[src/dmwbc_pkg.sv]
// Shared types, codes and helpers for the direct-mapped write-back cache.
// Used by the controller, the datapath and the top level.
`default_nettype none

package dmwbc_pkg;

   // Default geometry, handed down from the top level.
   localparam int DEF_ADDRESS_BITS = 16;
   localparam int DEF_LINE_COUNT   = 32;

   // Fixed field widths.
   localparam int WORD_BITS  = 16;
   localparam int COUNT_BITS = 32;

   // Operation codes.
   localparam logic [1:0] FUNC_READ    = 2'd0;
   localparam logic [1:0] FUNC_WRITE   = 2'd1;
   localparam logic [1:0] FUNC_PRELOAD = 2'd2;

   // One request item.
   typedef struct packed {
      logic [1:0]           func;
      logic [WORD_BITS-1:0] access_address;
      logic [WORD_BITS-1:0] write_data;
   } req_payload_type;

   // One response item.
   typedef struct packed {
      logic [WORD_BITS-1:0]  read_data;
      logic                  was_hit;
      logic                  did_writeback;
      logic [WORD_BITS-1:0]  writeback_address;
      logic [WORD_BITS-1:0]  writeback_data;
      logic                  did_fill;
      logic [COUNT_BITS-1:0] hit_total;
      logic [COUNT_BITS-1:0] miss_total;
      logic [COUNT_BITS-1:0] backing_read_total;
      logic [COUNT_BITS-1:0] backing_write_total;
   } rsp_payload_type;

   // Commands from the controller to the datapath.
   typedef struct packed {
      logic load_req;
      logic clear_write;
      logic line_capture;
      logic backing_writeback;
      logic backing_fill_read;
      logic preload;
      logic line_fill;
      logic line_update;
      logic respond;
   } dp_cmd_type;

   // Status from the datapath to the controller.
   typedef struct packed {
      logic is_read;
      logic is_write;
      logic is_preload;
      logic hit;
      logic victim_dirty;
      logic word_differs;
      logic clear_done;
      logic rsp_free;
   } dp_status_type;

   // Saturating increment of a statistics counter.
   function automatic logic [COUNT_BITS-1:0] sat_inc(input logic [COUNT_BITS-1:0] value,
                                                     input logic enable);
      if (enable && (value != '1)) begin
         return value + COUNT_BITS'(1);
      end
      return value;
   endfunction

endpackage

`default_nettype wire

[src/dmwbc_ctrl.sv]
// Sequencing state machine for the cache: clearing pass, lookup, write-back,
// fill, line update, preload and response. Depends on dmwbc_pkg command/status types.
`default_nettype none

module dmwbc_ctrl (
   input  wire logic                    clock,
   input  wire logic                    reset,
   input  wire logic                    req_valid,
   output logic                         req_ready,
   input  wire dmwbc_pkg::dp_status_type status,
   output dmwbc_pkg::dp_cmd_type         cmd
);
   import dmwbc_pkg::*;

   localparam logic [3:0] ST_CLEAR     = 4'd0;
   localparam logic [3:0] ST_IDLE      = 4'd1;
   localparam logic [3:0] ST_IDX_MUL   = 4'd2;
   localparam logic [3:0] ST_IDX_SCALE = 4'd3;
   localparam logic [3:0] ST_IDX_FIX   = 4'd4;
   localparam logic [3:0] ST_LINE_RD   = 4'd5;
   localparam logic [3:0] ST_LINE_CHK  = 4'd6;
   localparam logic [3:0] ST_DECIDE    = 4'd7;
   localparam logic [3:0] ST_WRITEBACK = 4'd8;
   localparam logic [3:0] ST_FILL_RD   = 4'd9;
   localparam logic [3:0] ST_FILL_WAIT = 4'd10;
   localparam logic [3:0] ST_UPDATE    = 4'd11;
   localparam logic [3:0] ST_PRELOAD   = 4'd12;
   localparam logic [3:0] ST_RESPOND   = 4'd13;

   logic [3:0] state_ff;
   logic [3:0] state_in;

   assign req_ready = (state_ff == ST_IDLE);

   // Next state and commands.
   always_comb begin
      state_in = state_ff;
      cmd      = '0;
      unique case (state_ff)
         ST_CLEAR: begin
            cmd.clear_write = 1'b1;
            if (status.clear_done) begin
               state_in = ST_IDLE;
            end
         end
         ST_IDLE: begin
            if (req_valid) begin
               cmd.load_req = 1'b1;
               state_in     = ST_IDX_MUL;
            end
         end
         ST_IDX_MUL: begin
            if (status.is_read || status.is_write) begin
               state_in = ST_IDX_SCALE;
            end else if (status.is_preload) begin
               state_in = ST_PRELOAD;
            end else begin
               state_in = ST_RESPOND;
            end
         end
         ST_IDX_SCALE: state_in = ST_IDX_FIX;
         ST_IDX_FIX:   state_in = ST_LINE_RD;
         ST_LINE_RD:   state_in = ST_LINE_CHK;
         ST_LINE_CHK: begin
            cmd.line_capture = 1'b1;
            state_in         = ST_DECIDE;
         end
         ST_DECIDE: begin
            if (status.hit) begin
               if (status.is_write && status.word_differs) begin
                  state_in = ST_UPDATE;
               end else begin
                  state_in = ST_RESPOND;
               end
            end else if (status.victim_dirty) begin
               state_in = ST_WRITEBACK;
            end else if (status.is_read) begin
               state_in = ST_FILL_RD;
            end else begin
               state_in = ST_UPDATE;
            end
         end
         ST_WRITEBACK: begin
            cmd.backing_writeback = 1'b1;
            state_in = status.is_read ? ST_FILL_RD : ST_UPDATE;
         end
         ST_FILL_RD: begin
            cmd.backing_fill_read = 1'b1;
            state_in              = ST_FILL_WAIT;
         end
         ST_FILL_WAIT: begin
            cmd.line_fill = 1'b1;
            state_in      = ST_RESPOND;
         end
         ST_UPDATE: begin
            cmd.line_update = 1'b1;
            state_in        = ST_RESPOND;
         end
         ST_PRELOAD: begin
            cmd.preload = 1'b1;
            state_in    = ST_RESPOND;
         end
         ST_RESPOND: begin
            if (status.rsp_free) begin
               cmd.respond = 1'b1;
               state_in    = ST_IDLE;
            end
         end
         default: state_in = ST_IDLE;
      endcase
   end

   always_ff @(posedge clock) begin
      if (reset) begin
         state_ff <= ST_CLEAR;
      end else begin
         state_ff <= state_in;
      end
   end

endmodule

`default_nettype wire

[config.mk]
export PLATFORM = sky130hd
export DESIGN_NAME = dmwbc_ctrl
export DESIGN_NICKNAME = d
export VERILOG_FILES = /design/src/dmwbc_pkg.sv /design/src/dmwbc_ctrl.sv
export SDC_FILE = /design/constraint.sdc
export NUM_CORES = 1
export LEC_CHECK = 0
export BUFFER_PORTS_ARGS = -buffer_cell sky130_fd_sc_hd__buf_4
export CAP_MARGIN = 25
export CORE_AREA = 2 2 39 41
export DETAILED_ROUTE_END_ITERATION = 12
export DIE_AREA = 0 0 41 43
export PLACE_DENSITY = 0.71
export SYNTH_ARGS = -nofsm -noshare
export SYNTH_HDL_FRONTEND = slang
export SYNTH_SLANG_ARGS = --single-unit
[constraint.sdc]
create_clock -name clock -period 1.82 [get_ports clock]
set_clock_uncertainty 0.2 [all_clocks]
set_input_delay 0.364 -clock clock [delete_from_list [all_inputs] [get_ports clock]]
set_output_delay 0.364 -clock clock [all_outputs]
set_load 0.05 [all_outputs]
Word-level counts from Yosys, hierarchy flattened
Cells that the tools add are included.
{"block": "word_totals", "out_inout_bits": 10, "elab_cells": 43, "reg_bits": 4}
{"block": "op_classes", "n_mux": 21, "n_reduce_logical": 5, "eq_ne": 16}
{"op": "4-bit case mux with 12 select lines", "count": 1}
{"op": "4-bit equality test, second input constant", "count": 6}
{"op": "4-bit two-way mux", "count": 6}
{"op": "4-bit by 3-bit equality test with 1-bit output, second input constant", "count": 4}
{"op": "1-bit two-way mux", "count": 12}
{"op": "4-bit by 2-bit equality test with 1-bit output, second input constant", "count": 2}
{"op": "2-bit inequality test, second input constant", "count": 3}
{"op": "4-bit by 1-bit equality test with 1-bit output, second input constant", "count": 1}
{"op": "4-bit logical NOT", "count": 1}
{"op": "3-bit two-way mux", "count": 1}
{"op": "3-bit AND reduction", "count": 1}
{"op": "3-bit OR reduction", "count": 1}
{"op": "2-bit two-way mux", "count": 1}
{"op": "1-bit logical AND", "count": 1}
{"op": "1-bit logical OR", "count": 1}

Logic depth before layout (Yosys ltp)
{"block": "logic_depth", "ltp_word": 4, "mapped_depth": 5, "depth_no_buf": 4}

Least setup slack after synthesis
Ideal clock, no wire load.
{"block": "synth_path", "path_type": "reg-to-output", "startpoint": "register state_ff[2]", "endpoint": "output cmd[8] (netlist bit)", "slack_ps": -593, "path_stages_with_launch": 4, "arrival_time_ps": 1849, "path_cell_list": "dfxtp_1 -> or2_4 -> nor2_1 -> and2_1"}
{"item": "from (decl)", "line_no": "dmwbc_ctrl.sv:30", "rtl": "logic [3:0] state_ff;"}
{"item": "from (signal assigned)", "line_no": "dmwbc_ctrl.sv:117", "rtl": "state_ff <= state_in;"}
{"item": "to (decl)", "line_no": "dmwbc_ctrl.sv:11", "rtl": "output dmwbc_pkg::dp_cmd_type cmd"}

==> impl_summary.log <==
INFO  metric dr_wl_met2 = between 600 and 700 um
INFO  metric n_antenna_cell = 0
INFO  metric synth-seq-area-share = between 10% and 20%
INFO  metric vias_per_cell = about 5.2
INFO  metric routed-wl-met3 = roughly 83 um
INFO  metric globalRouteTotalUtil = ~16%
INFO  metric number_of_synthesized_register_bits = 4
INFO  metric topRoutingLayerUsed = met4
INFO  metric regToRegEndpoint = state_ff[1]$_SDFFE_PP0P_
INFO  metric final_net_count = 100
INFO  metric detail-route-antenna-nets = 0
INFO  metric r2r.worst_path.cells = 6
INFO  metric number_of_warnings_printed_during_yosys_synthesis = 0
INFO  metric cts_buffer_depth = 2
INFO  metric worst-r2r-setup-slack = about 280 ps
INFO  metric cp-start-kind = flip-flop
INFO  metric die_w = 41 um
INFO  metric synthesis.area = 434 um2
INFO  metric synth_cell_type_count = 30
INFO  metric grt.overflow.total = 0
INFO  metric cts.reportedPaths.clkPinSlew = about 40 ps
INFO  metric timing.max_cap.violations = 0
INFO  metric top_level_ports = 21
INFO  metric tightestPinTransition = approximately 250 ps
INFO  metric grt_start_max_net_pins = 9
INFO  metric dp_hpwl = just over 1000 um
INFO  metric min_to = state_ff[0]$_SDFFE_PP0P_
INFO  metric synth_simple_gate_area_share = ~37%
INFO  metric worst_skew_pair.late_latency = 230 ps
INFO  metric synth_mux_area_share = 2.31%
INFO  metric cp_data_required_time = 1260 ps
INFO  metric first_pass_iters = 4
INFO  metric post_synthesis_cells = 60
INFO  metric drv_slew = 0
INFO  metric max_clock_freq = 550 MHz
INFO  metric grt_pass1_wl = slightly below 2000 um
INFO  metric start_util = between 30% and 40%
INFO  metric hold_violations = 0
INFO  metric dpl_worst_slack = approximately 170 ps
INFO  metric result_of_the_run = complete, no violations
INFO  metric cts_tree = built
INFO  metric postSynthNetCount = 71
INFO  metric number_of_buffers_inserted_for_hold_repair_after_clock_tree_synthesis = 0
INFO  metric sum_of_negative_setup_slack = 0 ps
INFO  metric crit_fanout = 5
INFO  metric reg_top3 = state_ff (4)
INFO  metric main_combinational_cell_family_by_area_after_synthesis = simple AND/OR/NAND/NOR gates
INFO  metric critPathCaptureType = primary output
INFO  metric wl_met1 = between 500 and 600 um
INFO  metric cp.arrival = 1260 ps
INFO  metric core_area = about 0.0014 mm2
INFO  metric die_height = approximately 43 um
INFO  metric numPortBuffers = 20
INFO  metric worstHoldPathCells = 2
INFO  metric crit_path_start = state_ff[2]$_SDFFE_PP0P_
INFO  metric clkSinkCount = 4
INFO  metric die_area = roughly 0.0018 mm2
INFO  metric r2r-start = state_ff[2]$_SDFFE_PP0P_
INFO  metric timing_worst_setup_path_type = reg2out
INFO  metric area_delta_synth_final = 65.4%
INFO  metric cts_htree_levels = 1
INFO  metric powerDensity = 509 mW/mm2
INFO  metric gp_congestion = about 0.84
INFO  metric worst_hold_path_type = in2reg
INFO  metric cts_buffers = 3
INFO  metric setup_slack = 0.658 ps
INFO  metric initialDrtViolationCount = 14
INFO  metric rows = 14
INFO  metric clk_root_buffer_cell = sky130_fd_sc_hd__clkbuf_4
INFO  metric power.static_leakage = around 0.32 nW
INFO  metric wl = 1320 um
INFO  metric synth-compound-area-share = about a third
INFO  metric registers.top_by_ff_count = state_ff
INFO  metric remaining_drc_errors = 0
INFO  metric timing.max_slew.rel_slack = between 80% and 90%
INFO  metric grt_pass1_vias = 487
INFO  metric antenna_found_initial = 0
INFO  metric layout_min_cycle_time = 1820 ps
INFO  metric detail_route.wl_per_cell = 12.8 um
INFO  metric xor_xnor_share_of_the_synthesized_area = 0%
INFO  metric fraction_of_the_mapped_netlist_area_in_adder_cells = 0%
INFO  metric syn-mean-instance-area = just over 7 um2
INFO  metric worst_ir_drop_vdd = 0.285 mV
INFO  metric grt_setup_unrepaired = true
INFO  metric layout_cell_share_with_drive_strength_beyond_1 = roughly 62%
INFO  metric hold_start = reset
INFO  metric period_share = roughly 100%
INFO  metric timing.hold.ws = between 100 and 150 ps
INFO  metric largest_register_ffs = 4
INFO  metric dr_total_vias = 535
INFO  metric final-setup-viol-count = 0
-- per-stage QoR --
step | total power (W) | cells | area [um2] | util [%]
2_1_floorplan | 0.000191 | 60 | 459 | -
3_3_place_gp | 0.000238 | 97 | 632 | 45.7
3_5_place_dp | 0.000238 | 97 | 632 | 45.7
4_1_cts | 0.000354 | 100 | 663 | 47.9
5_1_grt | 0.000385 | 103 | 718 | 51.9
6_report | 0.000366 | 103 | 718 | 51.9
-- what timing repair did --
item | in CTS | in global routing
pin swaps | 1 | 1
buffers inserted | 0 | 3
gates resized for setup | 5 | 10
gates cloned | 0 | 0
endpoints found under the setup margin | 7 | 9
-- Yosys cell counts, drive strengths merged --
library cell  count  area share, %
a31oi             2            2.9
a311oi            1            3.5
nor2             11             10
a21o              2            3.7
a211o             1            2.0
a211oi            3            6.3
nor4              1            2.9
o211ai            1            1.7
o31ai             1            1.7
dfxtp             4             18
and2              1            1.4
buf               3            6.3
inv               3            2.6
mux2i             1            2.3
nand4b            1            3.5
o21ai             5            5.8
o22ai             1            2.9
or2               2            3.5
a21oi             2            3.2
nor2b             1            1.4
nand3             1            1.2
nand2b            2            2.9
nor3              4            4.6
nand2             6            5.2
-- placed cells by master (no fill, tap or decap), types with 2 or more instances in the layout --
master,synthesis,routed
sky130_fd_sc_hd__a31oi_1,2,2
sky130_fd_sc_hd__nor2_2,1,6
sky130_fd_sc_hd__buf_6,2,3
sky130_fd_sc_hd__a211oi_1,2,2
sky130_fd_sc_hd__clkbuf_4,0,3
sky130_fd_sc_hd__buf_4,0,23
sky130_fd_sc_hd__nor3_1,4,2
sky130_fd_sc_hd__nand2_1,6,6
sky130_fd_sc_hd__nor2_1,10,4
sky130_fd_sc_hd__dfxtp_2,0,3
sky130_fd_sc_hd__o21ai_0,5,5
sky130_fd_sc_hd__nor3_2,0,2
sky130_fd_sc_hd__inv_1,3,2
-- worst max-delay path, stage by stage, from the launching register on --
cell                      delay, ps
sky130_fd_sc_hd__dfxtp_4        350
sky130_fd_sc_hd__or2_4          290
sky130_fd_sc_hd__nor2_4          90
sky130_fd_sc_hd__and2_4         150
sky130_fd_sc_hd__buf_8          140
-- cells by family after synthesis --
family,count (synthesis)
AND/OR/NAND/NOR,30
AO/OA/AOI/OAI,19
buffers and inverters,6
flip-flops,4
multiplexers,1
-- where the power goes --
part,internal (W),switching [W],total [W],leakage [nW]
logic,0.0000693,0.0000844,0.000154,0.270
clock network,0.0000739,0.0000372,0.000111,0.0138
registers,0.0000922,0.00000877,0.000101,0.0346
-- worst max path at each step --
| stage | slack (ps) | endpoint |
|---|---|---|
| after global placement | 200 | cmd[8] |
| final | 0.7 | cmd[8] |
| after floorplan | -350 | cmd[8] |
| after CTS | 2 | cmd[8] |
| after global routing | -30 | cmd[8] |
| after detailed placement | 170 | cmd[4] |
-- metal layers --
layer  up-vias  track usage (%)
met3         6             1.57
met1       235             17.6
met2        23             27.2
met5         -                0
li1        271                -
met4         0             8.00
-- area by class of cell --
type                    instances  area (um2)
well taps                      16        20.0
multi-input cells              50         355
repair buffers                 27         221
fillers                       145         666
inverters                       3        11.3
clock buffers                   3        22.5
flip-flops and latches          4        87.6
Power figures use the tool's default switching activity.
